[src/rtl/dcf77_pulse_decoder_defines.svh]
// Assertion macros shared by the DCF77 pulse decoder RTL.
`ifndef DCF77_PULSE_DECODER_DEFINES_SVH
`define DCF77_PULSE_DECODER_DEFINES_SVH

// Condition and consequence in the same cycle.
`define DCF_ASSERT_SAME(label, clk, rst_n, cond, cons, msg) \
  label: assert property (@(posedge clk) disable iff (!(rst_n)) (cond) |-> (cons)) \
    else $error(msg);

// Condition, then consequence in the next cycle.
`define DCF_ASSERT_NEXT(label, clk, rst_n, cond, cons, msg) \
  label: assert property (@(posedge clk) disable iff (!(rst_n)) (cond) |=> (cons)) \
    else $error(msg);

`endif

[src/rtl/dcf_pkg.sv]
// Shared constants, types and helpers of the DCF77 pulse decoder.
package dcf_pkg;

  // Port and register widths.
  localparam int IN_TIME_W     = 32;
  localparam int TIME_BITS_DEF = 32;
  localparam int JITTER_W      = 20;
  localparam int MINUTE_W      = 22;
  localparam int ONE_W         = 20;
  localparam int CFG_DATA_W    = 22;
  localparam int CFG_IDX_W     = 2;
  localparam int STORE_W       = 64;
  localparam int SEC_W         = 6;

  // Configuration register indexes.
  localparam logic [CFG_IDX_W-1:0] REG_JITTER_GAP = 2'd0;
  localparam logic [CFG_IDX_W-1:0] REG_MINUTE_GAP = 2'd1;
  localparam logic [CFG_IDX_W-1:0] REG_ONE_PULSE  = 2'd2;
  localparam logic [CFG_IDX_W-1:0] REG_INIT_LEVEL = 2'd3;

  // Configuration reset values.
  localparam logic [JITTER_W-1:0] JITTER_GAP_RST = 20'd10000;
  localparam logic [MINUTE_W-1:0] MINUTE_GAP_RST = 22'd1500000;
  localparam logic [ONE_W-1:0]    ONE_PULSE_RST  = 20'd150000;
  localparam logic                INIT_LEVEL_RST = 1'b0;

  // Sync phase codes.
  localparam logic [1:0] PHASE_UNSYNCED = 2'd0;
  localparam logic [1:0] PHASE_INIT     = 2'd1;
  localparam logic [1:0] PHASE_STARTED  = 2'd2;

  // Highest second counter value; it saturates there.
  localparam logic [SEC_W-1:0] SEC_MAX = '1;

  // Bit positions of the time code fields in the bit store.
  localparam int MIN_U_POS = 21;
  localparam int MIN_T_POS = 25;
  localparam int HR_U_POS  = 29;
  localparam int HR_T_POS  = 33;
  localparam int DAY_U_POS = 36;
  localparam int DAY_T_POS = 40;
  localparam int WDAY_POS  = 42;
  localparam int MON_U_POS = 45;
  localparam int MON_T_POS = 49;
  localparam int YR_U_POS  = 50;
  localparam int YR_T_POS  = 54;

  // Decoded calendar fields.
  typedef struct packed {
    logic [6:0] minutes;
    logic [5:0] hours;
    logic [5:0] day;
    logic [2:0] weekday;
    logic [4:0] month;
    logic [7:0] year;
  } dcf_time_t;

  // Units digit plus ten times the tens digit, digits taken as they stand.
  function automatic logic [7:0] bcd2bin(input logic [3:0] units, input logic [3:0] tens);
    logic [7:0] t8;
    t8 = {4'b0000, tens};
    return {4'b0000, units} + (t8 << 3) + (t8 << 1);
  endfunction

endpackage

[src/rtl/dcf_bcd_decode.sv]
// Decodes the BCD calendar fields of one minute frame from the bit store.
module dcf_bcd_decode (
  input  logic [63:0]          store,
  output dcf_pkg::dcf_time_t   dec_o
);
  import dcf_pkg::*;

  logic [7:0] min_w, hr_w, day_w, mon_w, yr_w;

  // Each field is units plus ten times tens, no range check.
  always_comb begin
    min_w = bcd2bin(store[MIN_U_POS +: 4], {1'b0, store[MIN_T_POS +: 3]});
    hr_w  = bcd2bin(store[HR_U_POS +: 4], {2'b00, store[HR_T_POS +: 2]});
    day_w = bcd2bin(store[DAY_U_POS +: 4], {2'b00, store[DAY_T_POS +: 2]});
    mon_w = bcd2bin(store[MON_U_POS +: 4], {3'b000, store[MON_T_POS]});
    yr_w  = bcd2bin(store[YR_U_POS +: 4], store[YR_T_POS +: 4]);

    dec_o.minutes = min_w[6:0];
    dec_o.hours   = hr_w[5:0];
    dec_o.day     = day_w[5:0];
    dec_o.weekday = store[WDAY_POS +: 3];
    dec_o.month   = mon_w[4:0];
    dec_o.year    = yr_w;
  end

endmodule

[src/rtl/dcf77_pulse_decoder.sv]
// Top level of the DCF77 pulse decoder: edge filter, pulse timing and minute decode.
//
//  Channel  Direction  Handshake        Payload
//  in_      input      valid / stall    edge_time_us
//  out_     output     valid / stall    edge_accepted .. year_in_century
//  cfg_     input      we (no wait)     index, data
//
// Each request is held in the input register and then moves to the result
// register; the path between them is the timestamp subtracts, compares and store update.
// A new request is taken every cycle while out_ is not stalled.
// Reset is synchronous, active low, and restores the control and state registers.
// A stalled result holds; the input register fills behind it and then stalls in_.
`include "dcf77_pulse_decoder_defines.svh"

module dcf77_pulse_decoder #(
  parameter int TIME_BITS = dcf_pkg::TIME_BITS_DEF
) (
  input  logic                             clk,
  input  logic                             rst_n,
  // Configuration write port
  input  logic                             cfg_we,
  input  logic [dcf_pkg::CFG_IDX_W-1:0]    cfg_index,
  input  logic [dcf_pkg::CFG_DATA_W-1:0]   cfg_data,
  // Edge requests
  input  logic                             in_valid,
  output logic                             in_stall,
  input  logic [dcf_pkg::IN_TIME_W-1:0]    in_edge_time_us,
  // Results
  output logic                             out_valid,
  input  logic                             out_stall,
  output logic                             out_edge_accepted,
  output logic                             out_new_minute,
  output logic                             out_bit_done,
  output logic                             out_bit_value,
  output logic [5:0]                       out_second_index,
  output logic                             out_time_valid,
  output logic [6:0]                       out_minutes,
  output logic [5:0]                       out_hours,
  output logic [5:0]                       out_day_of_month,
  output logic [2:0]                       out_weekday,
  output logic [4:0]                       out_month,
  output logic [7:0]                       out_year_in_century
);
  import dcf_pkg::*;

  // Configuration registers
  logic [JITTER_W-1:0] jitter_r;
  logic [MINUTE_W-1:0] minute_gap_r;
  logic [ONE_W-1:0]    one_pulse_r;

  // Decoder state
  logic                 line_level_r, line_level_nxt;
  logic [TIME_BITS-1:0] last_edge_r;
  logic [TIME_BITS-1:0] rise_time_r, rise_time_nxt;
  logic [1:0]           phase_r, phase_nxt;
  logic [SEC_W-1:0]     sec_cnt_r, sec_cnt_nxt;
  logic [STORE_W-1:0]   store_r, store_nxt;
  dcf_time_t            dec_r, dec_nxt, dec_frame;

  // Input register
  logic                 s1_valid_r;
  logic [IN_TIME_W-1:0] s1_time_r;
  logic                 s1_adv;
  logic                 in_take;

  // Result register
  logic out_valid_r;

  // Per-request combinational results
  logic [TIME_BITS-1:0] now, gap, width;
  logic                 acc, minute, done, bitv;
  logic [1:0]           phase_m;
  logic [SEC_W-1:0]     sec_m;
  logic [STORE_W-1:0]   store_m;

  // Handshake: the input register moves on whenever the result register is free.
  assign s1_adv   = s1_valid_r && (!out_valid_r || !out_stall);
  assign in_stall = s1_valid_r && !s1_adv;
  assign in_take  = in_valid && !in_stall;
  assign out_valid = out_valid_r;

  // Calendar decode of the frame held in the bit store.
  dcf_bcd_decode u_bcd (
    .store (store_r),
    .dec_o (dec_frame)
  );

  // Edge filter, minute boundary and pulse classification.
  always_comb begin
    now   = TIME_BITS'(s1_time_r);
    gap   = now - last_edge_r;
    width = now - rise_time_r;
    acc   = gap > TIME_BITS'(jitter_r);
    minute = acc && (gap > TIME_BITS'(minute_gap_r));

    phase_m = phase_r;
    sec_m   = sec_cnt_r;
    store_m = store_r;
    dec_nxt = dec_r;
    if (minute) begin
      if (phase_r != PHASE_UNSYNCED) begin
        phase_m = PHASE_STARTED;
        dec_nxt = dec_frame;
      end else begin
        phase_m = PHASE_INIT;
      end
      sec_m   = '0;
      store_m = '0;
    end

    done          = acc && line_level_r;
    bitv          = done && (width > TIME_BITS'(one_pulse_r)) && (phase_m != PHASE_UNSYNCED);
    phase_nxt     = phase_m;
    store_nxt     = store_m;
    rise_time_nxt = (acc && !line_level_r) ? now : rise_time_r;
    line_level_nxt = line_level_r ^ acc;
  end

  // Second counter update at a falling edge.
  always_comb begin
    sec_cnt_nxt = sec_m;
    if (done && (sec_m != SEC_MAX)) begin
      sec_cnt_nxt = sec_m + SEC_W'(1);
    end
  end

  // Configuration registers; an initial level write goes straight to the line level.
  always_ff @(posedge clk) begin
    if (!rst_n) begin
      jitter_r     <= JITTER_GAP_RST;
      minute_gap_r <= MINUTE_GAP_RST;
      one_pulse_r  <= ONE_PULSE_RST;
    end else if (cfg_we) begin
      unique case (cfg_index)
        REG_JITTER_GAP: jitter_r     <= cfg_data[JITTER_W-1:0];
        REG_MINUTE_GAP: minute_gap_r <= cfg_data[MINUTE_W-1:0];
        REG_ONE_PULSE:  one_pulse_r  <= cfg_data[ONE_W-1:0];
        default: ;
      endcase
    end
  end

  // Decoder state advances as each request leaves the input register.
  always_ff @(posedge clk) begin
    if (!rst_n) begin
      line_level_r <= INIT_LEVEL_RST;
      last_edge_r  <= '0;
      rise_time_r  <= '0;
      phase_r      <= PHASE_UNSYNCED;
      sec_cnt_r    <= '0;
      store_r      <= '0;
      dec_r        <= '0;
    end else begin
      if (s1_adv) begin
        line_level_r <= line_level_nxt;
        last_edge_r  <= now;
        rise_time_r  <= rise_time_nxt;
        phase_r      <= phase_nxt;
        sec_cnt_r    <= sec_cnt_nxt;
        store_r      <= bitv ? (store_nxt | (STORE_W'(1) << sec_m)) : store_nxt;
        dec_r        <= dec_nxt;
      end
      if (cfg_we && (cfg_index == REG_INIT_LEVEL)) begin
        line_level_r <= cfg_data[0];
      end
    end
  end

  // Input register valid and payload.
  always_ff @(posedge clk) begin
    if (!rst_n) begin
      s1_valid_r <= 1'b0;
    end else if (in_take) begin
      s1_valid_r <= 1'b1;
    end else if (s1_adv) begin
      s1_valid_r <= 1'b0;
    end
  end

  always_ff @(posedge clk) begin
    if (in_take) begin
      s1_time_r <= in_edge_time_us;
    end
  end

  // Result register valid and payload.
  always_ff @(posedge clk) begin
    if (!rst_n) begin
      out_valid_r <= 1'b0;
    end else if (s1_adv) begin
      out_valid_r <= 1'b1;
    end else if (!out_stall) begin
      out_valid_r <= 1'b0;
    end
  end

  always_ff @(posedge clk) begin
    if (s1_adv) begin
      out_edge_accepted   <= acc;
      out_new_minute      <= minute;
      out_bit_done        <= done;
      out_bit_value       <= bitv;
      out_second_index    <= sec_cnt_nxt;
      out_time_valid      <= (phase_nxt == PHASE_STARTED);
      out_minutes         <= dec_nxt.minutes;
      out_hours           <= dec_nxt.hours;
      out_day_of_month    <= dec_nxt.day;
      out_weekday         <= dec_nxt.weekday;
      out_month           <= dec_nxt.month;
      out_year_in_century <= dec_nxt.year;
    end
  end

  // A minute boundary restarts the second count, so the index is at most one.
  `DCF_ASSERT_SAME(a_minute_restarts, clk, rst_n,
    out_valid && out_new_minute, out_edge_accepted && (out_second_index <= 6'd1),
    "minute result with large second index")

  // A completed pulse belongs to an accepted edge and has counted a second.
  `DCF_ASSERT_SAME(a_bit_counts, clk, rst_n,
    out_valid && out_bit_done, out_edge_accepted && (out_second_index != 6'd0),
    "completed pulse without second count")

  // A rejected edge leaves the line level and the pulse start alone.
  `DCF_ASSERT_NEXT(a_reject_holds, clk, rst_n,
    s1_adv && !acc && !cfg_we, $stable(line_level_r) && $stable(rise_time_r),
    "rejected edge changed line state")

endmodule
[config.mk]
export PLATFORM = sky130hd
export DESIGN_NAME = dcf77_pulse_decoder
export DESIGN_NICKNAME = d
export VERILOG_FILES = /design/src/rtl/dcf_pkg.sv /design/src/rtl/dcf_bcd_decode.sv /design/src/rtl/dcf77_pulse_decoder.sv
export VERILOG_INCLUDE_DIRS = /design/src /design/src/rtl
export SDC_FILE = /design/constraint.sdc
export NUM_CORES = 1
export LEC_CHECK = 0
export BUFFER_PORTS_ARGS = -buffer_cell sky130_fd_sc_hd__buf_2
export CELL_PAD_IN_SITES_DETAIL_PLACEMENT = 0
export CELL_PAD_IN_SITES_GLOBAL_PLACEMENT = 1
export CORE_MARGIN = 3
export CORE_UTILIZATION = 40
export DETAILED_ROUTE_END_ITERATION = 7
export PLACE_DENSITY_LB_ADDON = 0.1
export SYNTH_ARGS = -nofsm -noshare
export SYNTH_HDL_FRONTEND = slang
export SYNTH_SLANG_ARGS = --single-unit
[constraint.sdc]
create_clock -name clk -period 6.71 [get_ports clk]
set_input_delay 1.342 -clock clk [delete_from_list [all_inputs] [get_ports clk]]
set_output_delay 1.342 -clock clk [all_outputs]
set_load 0.02 [all_outputs]
==> impl_metrics.env, run 1 <==
export IMPL_worstHoldPathType="reg2reg"
export IMPL_synthFlopType="dfxtp_1"
export IMPL_final_cell_mix="nand2_1 (358), a21oi_1 (208), dfxtp_1 (207)"
export IMPL_viasPerCell=5.36
export IMPL_grt_pass1_vias=13300
export IMPL_drive_gt1_frac=0.123
export IMPL_crit_fanout=6
export IMPL_synth_nets=2155
export IMPL_hold_violations=0
export IMPL_drt_pass1_iter_count=7
export IMPL_finalNetCount=2228
export IMPL_required_ns=7.02
export IMPL_path_clk_slew_ns=0.06
export IMPL_die_y_um=210
export IMPL_hpwl_um=33600
export IMPL_synth_top_cells_by_area="dfxtp_1 (25%), edfxtp_1 (14%), ha_1 (11%)"
export IMPL_fin_util=0.462
export IMPL_synth_top_family_by_area="compound AO/OA/AOI/OAI gates"
export IMPL_peakVddDrop_uv=199
export IMPL_arrival_ns=6.49
export IMPL_fin_area_um2=18900
export IMPL_placed_cell_area_um2=17700
export IMPL_synthCells=1934
export IMPL_synthXorXnorAreaFrac=0.0343
export IMPL_antenna_cells=0
export IMPL_clk_path_buf_depth=3
export IMPL_die_area_um2=44000
export IMPL_ys_seq_elements=285
export IMPL_vias=13800
export IMPL_ioPinCount=109
export IMPL_netlist_cell_type_count=74
export IMPL_end_kind="flop"
export IMPL_slew_violations=0
export IMPL_slowest_delay_ns=0.41
export IMPL_grt_max_degree=92
export IMPL_row_count=74
export IMPL_gp_congestion=0.854
export IMPL_ctsHoldBuffers=0
export IMPL_tightest_slew_ns=1.21
export IMPL_yosys_area_share_adder=0.124
export IMPL_yosysWarnings=0
export IMPL_p_per_area_nw_per_um2=247
export IMPL_wire_per_inst_um=17.9
export IMPL_io_buffers=108
export IMPL_timing_slew_headroom=0.193
export IMPL_gr_total_overflow=0
export IMPL_synthArstFlopShare=0
export IMPL_startpoint_type="flop"
export IMPL_finalCritPeriodShare=0.920
export IMPL_clock_root_buffer="clkbuf_16"
export IMPL_cts_sinks=285
export IMPL_syn_to_final_growth_pct=13.6
export IMPL_antenna_found_initial=0
export IMPL_yosys_area_top_type="dfxtp_1"
export IMPL_core_um2=40900
export IMPL_max_freq_ghz=0.162
export IMPL_drt_iter0_drc=743
export IMPL_grt_use_total=0.208
export IMPL_start_util=0.406
export IMPL_rrSetupSlack_ns=0.53
export IMPL_fillCellCount=4083
export IMPL_yosys_area_share_simple=0.163
export IMPL_cap_violations=0
export IMPL_cts_tree="built"
export IMPL_cts_made_buffers=35
export IMPL_regArea_um2=6490
export IMPL_wl_um=46000
export IMPL_cp_slowest_cell="edfxtp_1"
export IMPL_htreeDepth=2
export IMPL_synth_top_area_frac=0.249
export IMPL_multi_input_area_um2=9250
export IMPL_synth_edf_count=78
export IMPL_synth_compound_area_share=0.193
export IMPL_mostFrequentLayoutCell="nand2_1"
export IMPL_grt_pass1_wl_um=73500
export IMPL_yosysSeqAreaShare=0.390
export IMPL_p_leak_nw=7.33
export IMPL_fin_crit_ns=6.18
export IMPL_finalClockSkew_ns=0.0294
export IMPL_status="finished, final reports clean"
export IMPL_path_class="reg2reg"
export IMPL_ant_nets=0
export IMPL_cp_common_cell="inv_1"
export IMPL_syn_cell_area_um2=16600
export IMPL_grt_setup_unrepaired="yes"
export IMPL_synth_mux_area_frac=0.0379
export IMPL_die_w_um=210
export IMPL_clk_latency_ns=0.56
export IMPL_syn_area_per_cell_um2=8.59
export IMPL_finalSetupViolCount=0
export IMPL_drc=0
==> what timing repair did <==
item,4_1_cts,5_1_grt
setup endpoints to repair,0,34
hold endpoints to repair,0,0
gates resized for setup,0,13
buffers inserted,0,2
==> worst paths after layout <==
kind | from | to | depth (start not counted)
setup / recovery | now[0] | out_second_index[5] | 32
hold / removal | rise_time_r[19] | rise_time_r[19] | 2
setup reg to reg | now[0] | out_second_index[5] | 32
hold reg to reg | rise_time_r[19] | rise_time_r[19] | 2
==> worst max-delay path, delay by kind of cell, from the launching register on <==
kind / cells / cell delay (ns)
AOI/OAI and AO/OA: 12 / 2.43
and+or+nand+nor: 10 / 1.44
DFF: 1 / 0.41
xor gates and xnor gates: 2 / 0.33
adders and majority gates: 4 / 1.00
buffers and inverters: 4 / 0.32
==> logic make-up after synthesis <==
group                    Yosys count
multiplexers                      59
AND/OR/NAND/NOR                  602
XOR/XNOR                          65
flip-flops                       285
AO/OA/AOI/OAI                    513
adder cells (fa/ha/maj)          160
buffers and inverters            250
==> layer usage <==
metal  GRT usage  wire (µm)  vias up
met5           0          0        -
met4      0.0550        915        0
met3      0.0286       1680       59
met2       0.336      21000      236
met1       0.292      22400     6497
li1            -          -     6972
==> sequential cells by signal (all words and copies together) (netlist names), 2 cells and up <==
register and flops:
dec_r 35, jitter_r 20, last_edge_r 32, minute_gap_r 22, now 32, one_pulse_r 20
out_day_of_month 6, out_hours 6, out_minutes 7, out_month 5, out_second_index 6, out_weekday 3
out_year_in_century 8, phase_r 2, rise_time_r 32, sec_cnt_r 6, store_r 35
==> stage by stage <==
stage	hold slack [ns]	setup TNS, ns	power [W]	setup slack [ns]	instances
after global routing	0.470	-0.0315	0.00490	-0.0315	2566
final	0.451	0	0.00467	0.535	2566
after global placement	0.439	0	0.00275	0.524	2500
after floorplan	0.432	0	0.00249	0.378	1934
after CTS	0.454	0	0.00472	0.392	2564
after detailed placement	0.447	0	0.00276	0.392	2500
==> final cells by class <==
class	instances	share of cell area
clock buffers	50	0.0525
clock inverters	14	0.00980
inverters	154	0.0307
multi-input cells	1399	0.490
flip-flops and latches	285	0.343
well taps	532	0.0352
repair buffers	132	0.0385
==> power breakdown <==
| group | switching (W) | total, W | internal [W] |
|---|---|---|---|
| Sequential | 0.0000368 | 0.00187 | 0.00183 |
| Combinational | 0.000534 | 0.000860 | 0.000326 |
| Clock | 0.000786 | 0.00194 | 0.00116 |
==> synth_stat cells, types with 7 or more instances <==
cell type,count
nand2_1,360
mux2i_1,28
inv_1,150
ha_1,152
o2bb2ai_1,8
o21ai_0,80
buf_2,12
nor2b_1,17
o21a_1,19
o21ai_1,10
dfxtp_1,207
and2_1,17
nor3_1,15
a31oi_1,8
nand4_1,41
nand3_1,42
clkbuf_1,79
edfxtp_1,78
and3_1,8
or3_1,8
xnor2_1,45
a21oi_1,210
mux2_2,31
a211oi_1,7
o31ai_1,30
o211ai_1,48
fa_1,8
nor2_1,54
nand2b_1,9
a21o_1,34
xor2_1,20
o21bai_1,8
Power figures use the tool's default switching activity.
==> run 2, diff against run 1 <==
- CORE_UTILIZATION: 40 -> 51
- SKIP_CTS_REPAIR_TIMING: not set -> 1
- clock period: 6.71 -> 7.94 ns (I/O delays scaled with it)
==> run 2 against run 1 <==
  * Worst hold slack barely moved
  * Final area fell by 1.8%
  * Critical path depth fell by 2
  * Global-route usage rose by 3.2 points
  * Fmax fell by 10%
  * Routed wire length fell by 6.4%
  * Critical path type unchanged
  * Final cell count fell by 4.4%
  * Critical endpoint is now store_r[23]
  * Clock-buffer cell count fell by 2
  * Register-to-register slack improved by 0.52 ns
  * Sequential share of layout area rose by 0.64 points
==> impl_metrics.env, run 2 (synthesized netlist as in run 1, its figures left out) <==
export IMPL_startpoint_type="flop"
export IMPL_path_class="reg2reg"
export IMPL_timing_slew_headroom=0.187
export IMPL_gr_total_overflow=0
export IMPL_cap_violations=0
export IMPL_cts_made_buffers=34
export IMPL_power_frac_comb=0.187
export IMPL_hold_violations=0
export IMPL_slew_violations=0
export IMPL_clock_root_buffer="clkbuf_16"
export IMPL_drt_iter0_drc=939
export IMPL_path_clk_slew_ns=0.06
export IMPL_start_util=0.523
export IMPL_hold_path_endpoint="rise_time_r[20]"
export IMPL_cts_tree="built"
export IMPL_r2r_end="store_r[23]"
export IMPL_mostFrequentLayoutCell="nand2_1"
export IMPL_drive_gt1_frac=0.111
export IMPL_finalCritPeriodShare=0.867
export IMPL_arrival_ns=7.32
export IMPL_ant_nets=0
export IMPL_clk_latency_ns=0.53
export IMPL_vias=13900
export IMPL_syn_to_final_growth_pct=11.6
export IMPL_cts_sinks=285
export IMPL_finalClockSkew_ns=0.0250
export IMPL_worstHoldPathType="reg2reg"
export IMPL_grt_pass1_wl_um=69000
export IMPL_p_per_area_nw_per_um2=206
export IMPL_sw_frac_of_total=0.287
export IMPL_io_buffers=108
export IMPL_antenna_cells=0
export IMPL_die_area_um2=34800
export IMPL_grt_setup_unrepaired="no"
export IMPL_status="finished, final reports clean"
export IMPL_fin_crit_ns=6.89
export IMPL_clk_path_buf_depth=3
export IMPL_hold_depth=2
export IMPL_top_regs="dec_r (35), store_r (35)"
export IMPL_end_kind="flop"
export IMPL_cp_slowest_cell="buf_4"
export IMPL_die_w_um=187
export IMPL_gp_congestion=0.907
export IMPL_core_um2=31800
export IMPL_antenna_found_initial=0
export IMPL_slowest_delay_ns=0.52
export IMPL_die_y_um=187
export IMPL_drc=0
export IMPL_reg2reg_depth=30
export IMPL_p_int_w=0.00273
export IMPL_row_count=65
export IMPL_ioPinCount=109
export IMPL_fillCellCount=2892
export IMPL_whs_ns=0.452
export IMPL_grt_pass1_vias=13100
export IMPL_viasPerCell=5.65
export IMPL_required_ns=8.38
export IMPL_wl_um=43100
export IMPL_p_leak_nw=7.23
export IMPL_p_clk_frac=0.401
export IMPL_finalNetCount=2212
export IMPL_htreeDepth=2
export IMPL_tightest_slew_ns=1.22
export IMPL_peakVddDrop_uv=158
export IMPL_drt_pass1_iter_count=5
export IMPL_grt_max_degree=93
export IMPL_switchingPower_w=0.00110
export IMPL_grt_use_total=0.240
export IMPL_critPathLaunch="now[0]"
export IMPL_hpwl_um=31400
export IMPL_cp_common_cell="nand2_1"
export IMPL_finalSetupViolCount=0
export IMPL_dp_cells=2390
export IMPL_wire_per_inst_um=17.6
export IMPL_rrSetupSlack_ns=1.05
export IMPL_hp_start="rise_time_r[20]"
export IMPL_p_seq_frac=0.412
export IMPL_setup_tns_ns=0
export IMPL_crit_fanout=50
export IMPL_max_freq_ghz=0.145
export IMPL_final_cells=2452
export IMPL_r2r_start="now[0]"
export IMPL_final_cell_mix="nand2_1 (359), a21oi_1 (210), dfxtp_1 (207)"
==> run 2: cell types whose count changed in the layout (fill, tap and decap cells not counted), sizes merged <==
cell      before  now
buf          132  117
clkinv        12   15
clkbuf        50   48
bufinv         3    2
clkinvlp       1    0
inv          152  151
==> run 2: how the worst max path moves through the flow <==
stage                     endpoint
3_3_place_gp           store_r[23]
5_1_grt                store_r[23]
6_report               store_r[23]
4_1_cts                store_r[23]
3_5_place_dp           store_r[23]
2_1_floorplan  out_second_index[5]
==> run 2: critical path, delay by kind of cell, from the launching register on <==
family | cells | cell delay (ns)
AO/OA/AOI/OAI | 13 | 3.16
AND/OR/NAND/NOR | 8 | 0.90
flip-flops | 1 | 0.41
buffers and inverters | 4 | 1.06
adder cells (fa/ha/maj) | 4 | 1.08
XOR/XNOR | 1 | 0.18
==> run 2: layout make-up <==
class	count	area, µm²	share of cell area
Clock buffer	48	965	0.0520
Multi-Input combinational cell	1399	9210	0.497
Sequential cell	285	6490	0.350
Timing Repair Buffer	117	611	0.0329
Inverter	154	581	0.0313
Clock inverter	14	143	0.00769
Tap cell	435	544	0.0294
==> run 2: per-stage QoR <==
stage | setup slack (ns) | utilization | total power (W) | area [µm²]
4_1_cts | 1.10 | 0.583 | 0.00386 | 18500
6_report | 1.05 | 0.583 | 0.00383 | 18500
3_3_place_gp | 1.31 | 0.548 | 0.00231 | 17400
3_5_place_dp | 1.14 | 0.548 | 0.00232 | 17400
2_1_floorplan | 1.61 | - | 0.00211 | 16600
5_1_grt | 0.474 | 0.583 | 0.00401 | 18500
==> run 2: power groups by stage <==
| stage | logic [W] | clock network, W | registers, W |
|---|---|---|---|
| floorplan | 0.000496 | 0 | 0.00161 |
| global placement | 0.000702 | 0 | 0.00161 |
| detailed placement | 0.000711 | 0 | 0.00161 |
| CTS | 0.000714 | 0.00157 | 0.00158 |
| global route | 0.000800 | 0.00163 | 0.00158 |
| finish | 0.000717 | 0.00154 | 0.00158 |
==> run 2: routing by layer <==
layer  track usage  share of wire  wire, µm
met5             0              0         0
met4        0.0707          0.024      1050
met3        0.0289          0.046      2000
met2         0.389           0.45     19400
met1         0.339           0.48     20600
==> run 3, diff against run 2 <==
--- a/config.mk
+++ b/config.mk
@@ -8,3 +8,2 @@
 export LEC_CHECK = 0
-export BUFFER_PORTS_ARGS = -buffer_cell sky130_fd_sc_hd__buf_2
 export CELL_PAD_IN_SITES_DETAIL_PLACEMENT = 0
@@ -12,4 +11,5 @@
 export CORE_MARGIN = 3
-export CORE_UTILIZATION = 51
+export CORE_UTILIZATION = 53
 export DETAILED_ROUTE_END_ITERATION = 7
+export DONT_BUFFER_PORTS = 1
 export PLACE_DENSITY_LB_ADDON = 0.1
==> constraint.sdc (replaced) <==
create_clock -name clk -period 7.94 [get_ports clk]
set_input_delay 0.397 -clock clk [delete_from_list [all_inputs] [get_ports clk]]
set_output_delay 0.397 -clock clk [all_outputs]
set_load 0.02 [all_outputs]
==> run 3 against run 2 <==
  * The flow now finishes with violations (negative hold slack)
  * Clock-buffer cell count grew 3
  * Largest cell class unchanged
  * Final cell count down 3.7%
  * Clock skew decreased by 0.014 ns
  * Via count decreased by 0.32%
  * Clock power decreased by 6%
  * Die area decreased by 3.6%
  * Sequential power about the same
  * Worst hold slack lost 0.46 ns
  * Largest power group unchanged
  * Critical path depth grew 1
  * Register-to-register slack improved by 0.02 ns
  * Routed wire length rose by 1.8%
  * Highest routed layer unchanged
==> impl_metrics.env, run 3 (synthesized netlist as in run 1, its figures left out) <==
export IMPL_end_kind="flop"
export IMPL_wire_per_inst_um=18.6
export IMPL_gr_total_overflow=0
export IMPL_cts_made_buffers=31
export IMPL_cap_violations=0
export IMPL_tightest_slew_ns=1.24
export IMPL_antenna_cells=0
export IMPL_gr_max_usage_layer="met2"
export IMPL_ant_nets=0
export IMPL_path_clk_slew_ns=0.06
export IMPL_startpoint_type="flop"
export IMPL_syn_to_final_growth_pct=11.3
export IMPL_core_um2=30700
export IMPL_vias=13800
export IMPL_worstHoldPathType="in2reg"
export IMPL_wl_um=43900
export IMPL_violations="negative hold slack"
export IMPL_drt_pass1_iter_count=5
export IMPL_ioPinCount=109
export IMPL_power_frac_comb=0.186
export IMPL_fillCellCount=2737
export IMPL_timing_slew_headroom=0.174
export IMPL_cts_sinks=285
export IMPL_critPathLaunch="now[4]"
export IMPL_peakVddDrop_uv=191
export IMPL_drt_iter0_drc=868
export IMPL_grt_pass1_wl_um=68400
export IMPL_finalSetupViolCount=0
export IMPL_row_count=64
export IMPL_slowest_delay_ns=0.45
export IMPL_p_per_area_nw_per_um2=202
export IMPL_finalCritPeriodShare=0.865
export IMPL_hpwl_um=31000
export IMPL_clock_root_buffer="clkbuf_16"
export IMPL_grt_max_degree=137
export IMPL_mostFrequentLayoutCell="nand2_1"
export IMPL_p_leak_nw=7.04
export IMPL_grt_use_total=0.249
export IMPL_antenna_found_initial=1
export IMPL_required_ns=8.24
export IMPL_whs_ns=-0.00594
export IMPL_htreeDepth=1
export IMPL_crit_fanout=17
export IMPL_grt_util_met2=0.397
export IMPL_cp_slowest_cell="edfxtp_1"
export IMPL_p_seq_frac=0.426
export IMPL_p_clk_frac=0.388
export IMPL_clk_path_buf_depth=3
export IMPL_viasPerCell=5.85
export IMPL_setup_tns_ns=0
export IMPL_p_int_w=0.00267
export IMPL_finalPower_w=0.00374
export IMPL_max_freq_ghz=0.146
export IMPL_grt_use_met3=0.0325
export IMPL_finalClockSkew_ns=0.0114
export IMPL_r2r_start="now[4]"
export IMPL_clk_latency_ns=0.58
export IMPL_drive_gt1_frac=0.0590
export IMPL_grt_setup_unrepaired="no"
export IMPL_use_met1=0.363
export IMPL_hp_start="out_stall"
export IMPL_switchingPower_w=0.00107
export IMPL_start_util=0.541
export IMPL_gp_congestion=0.912
export IMPL_die_area_um2=33500
export IMPL_drc=0
export IMPL_sw_frac_of_total=0.285
export IMPL_rrSetupSlack_ns=1.07
export IMPL_slew_violations=0
export IMPL_fin_crit_ns=6.87
export IMPL_final_cell_mix="nand2_1 (359), a21oi_1 (210), dfxtp_1 (207)"
export IMPL_hold_violations=1
export IMPL_status="finished with violations"
export IMPL_grt_pass1_vias=12700
export IMPL_die_y_um=183
export IMPL_finalNetCount=2162
export IMPL_die_w_um=183
export IMPL_cts_tree="built"
export IMPL_io_buffers=0
export IMPL_top_regs="dec_r (35), store_r (35)"
export IMPL_arrival_ns=7.18
export IMPL_path_class="reg2reg"
-- run 3: cell types whose count changed in the layout (fill, tap and decap cells not counted), moves of 2 or more --
cell / change
clkinv_1: -2
buf_2: -107
clkinv_2: -3
dlygate4sd3_1: +58
clkinv_8: -2
clkbuf_16: -3
clkbuf_8: +5
-- run 3: final cells by class --
cell class	count	area, µm²	share of cell area
Tap cell	396	495	0.0268
Clock buffer	51	962	0.0520
Multi-Input combinational cell	1399	9210	0.498
Inverter	154	581	0.0314
Sequential cell	285	6490	0.351
Timing Repair Buffer	70	691	0.0373
Clock inverter	7	75.1	0.00406
-- run 3: critical path: cells and delay by family (launching register included) --
kind / cells / cell delay, ns
AOI/OAI and AO/OA: 12 / 2.84
adders and majority gates: 3 / 0.96
DFF: 1 / 0.45
and+or+nand+nor: 11 / 1.49
xor gates and xnor gates: 2 / 0.41
buffers and inverters: 3 / 0.44
-- run 3: routing by layer --
layer | part of all wire | vias to the layer above
met5 | 0 | -
met4 | 0.022 | 0
met3 | 0.054 | 61
met2 | 0.44 | 361
met1 | 0.48 | 6549
li1 | - | 6842
-- run 3: worst paths after layout --
path                                             to  cells past startpoint
worst max-delay path            out_second_index[5]                     31
worst max register to register  out_second_index[5]                     31
worst min register to register      last_edge_r[27]                      2
worst min-delay path                      out_valid                      2
-- run 3: power by group through the flow --
| stage | registers (W) | clock network (W) | logic (W) |
|---|---|---|---|
| final | 0.00159 | 0.00145 | 0.000695 |
| after global routing | 0.00160 | 0.00153 | 0.000777 |
| after CTS | 0.00159 | 0.00148 | 0.000654 |
| after detailed placement | 0.00162 | 0 | 0.000651 |
| after global placement | 0.00162 | 0 | 0.000642 |
| after floorplan | 0.00161 | 0 | 0.000496 |
-- run 3: through the flow --
step                      instance area (µm²)  hold slack, ns  instances  utilization  worst slack, ns
after floorplan                         16600           0.432       1934            -             1.61
after global placement                  16900           0.439       2245        0.548             1.37
after detailed placement                16900           0.446       2245        0.548             1.09
after CTS                               17900          -0.114       2303        0.582             1.07
after global routing                    18500         0.00666       2362        0.602            0.217
final                                   18500        -0.00594       2362        0.602             1.07
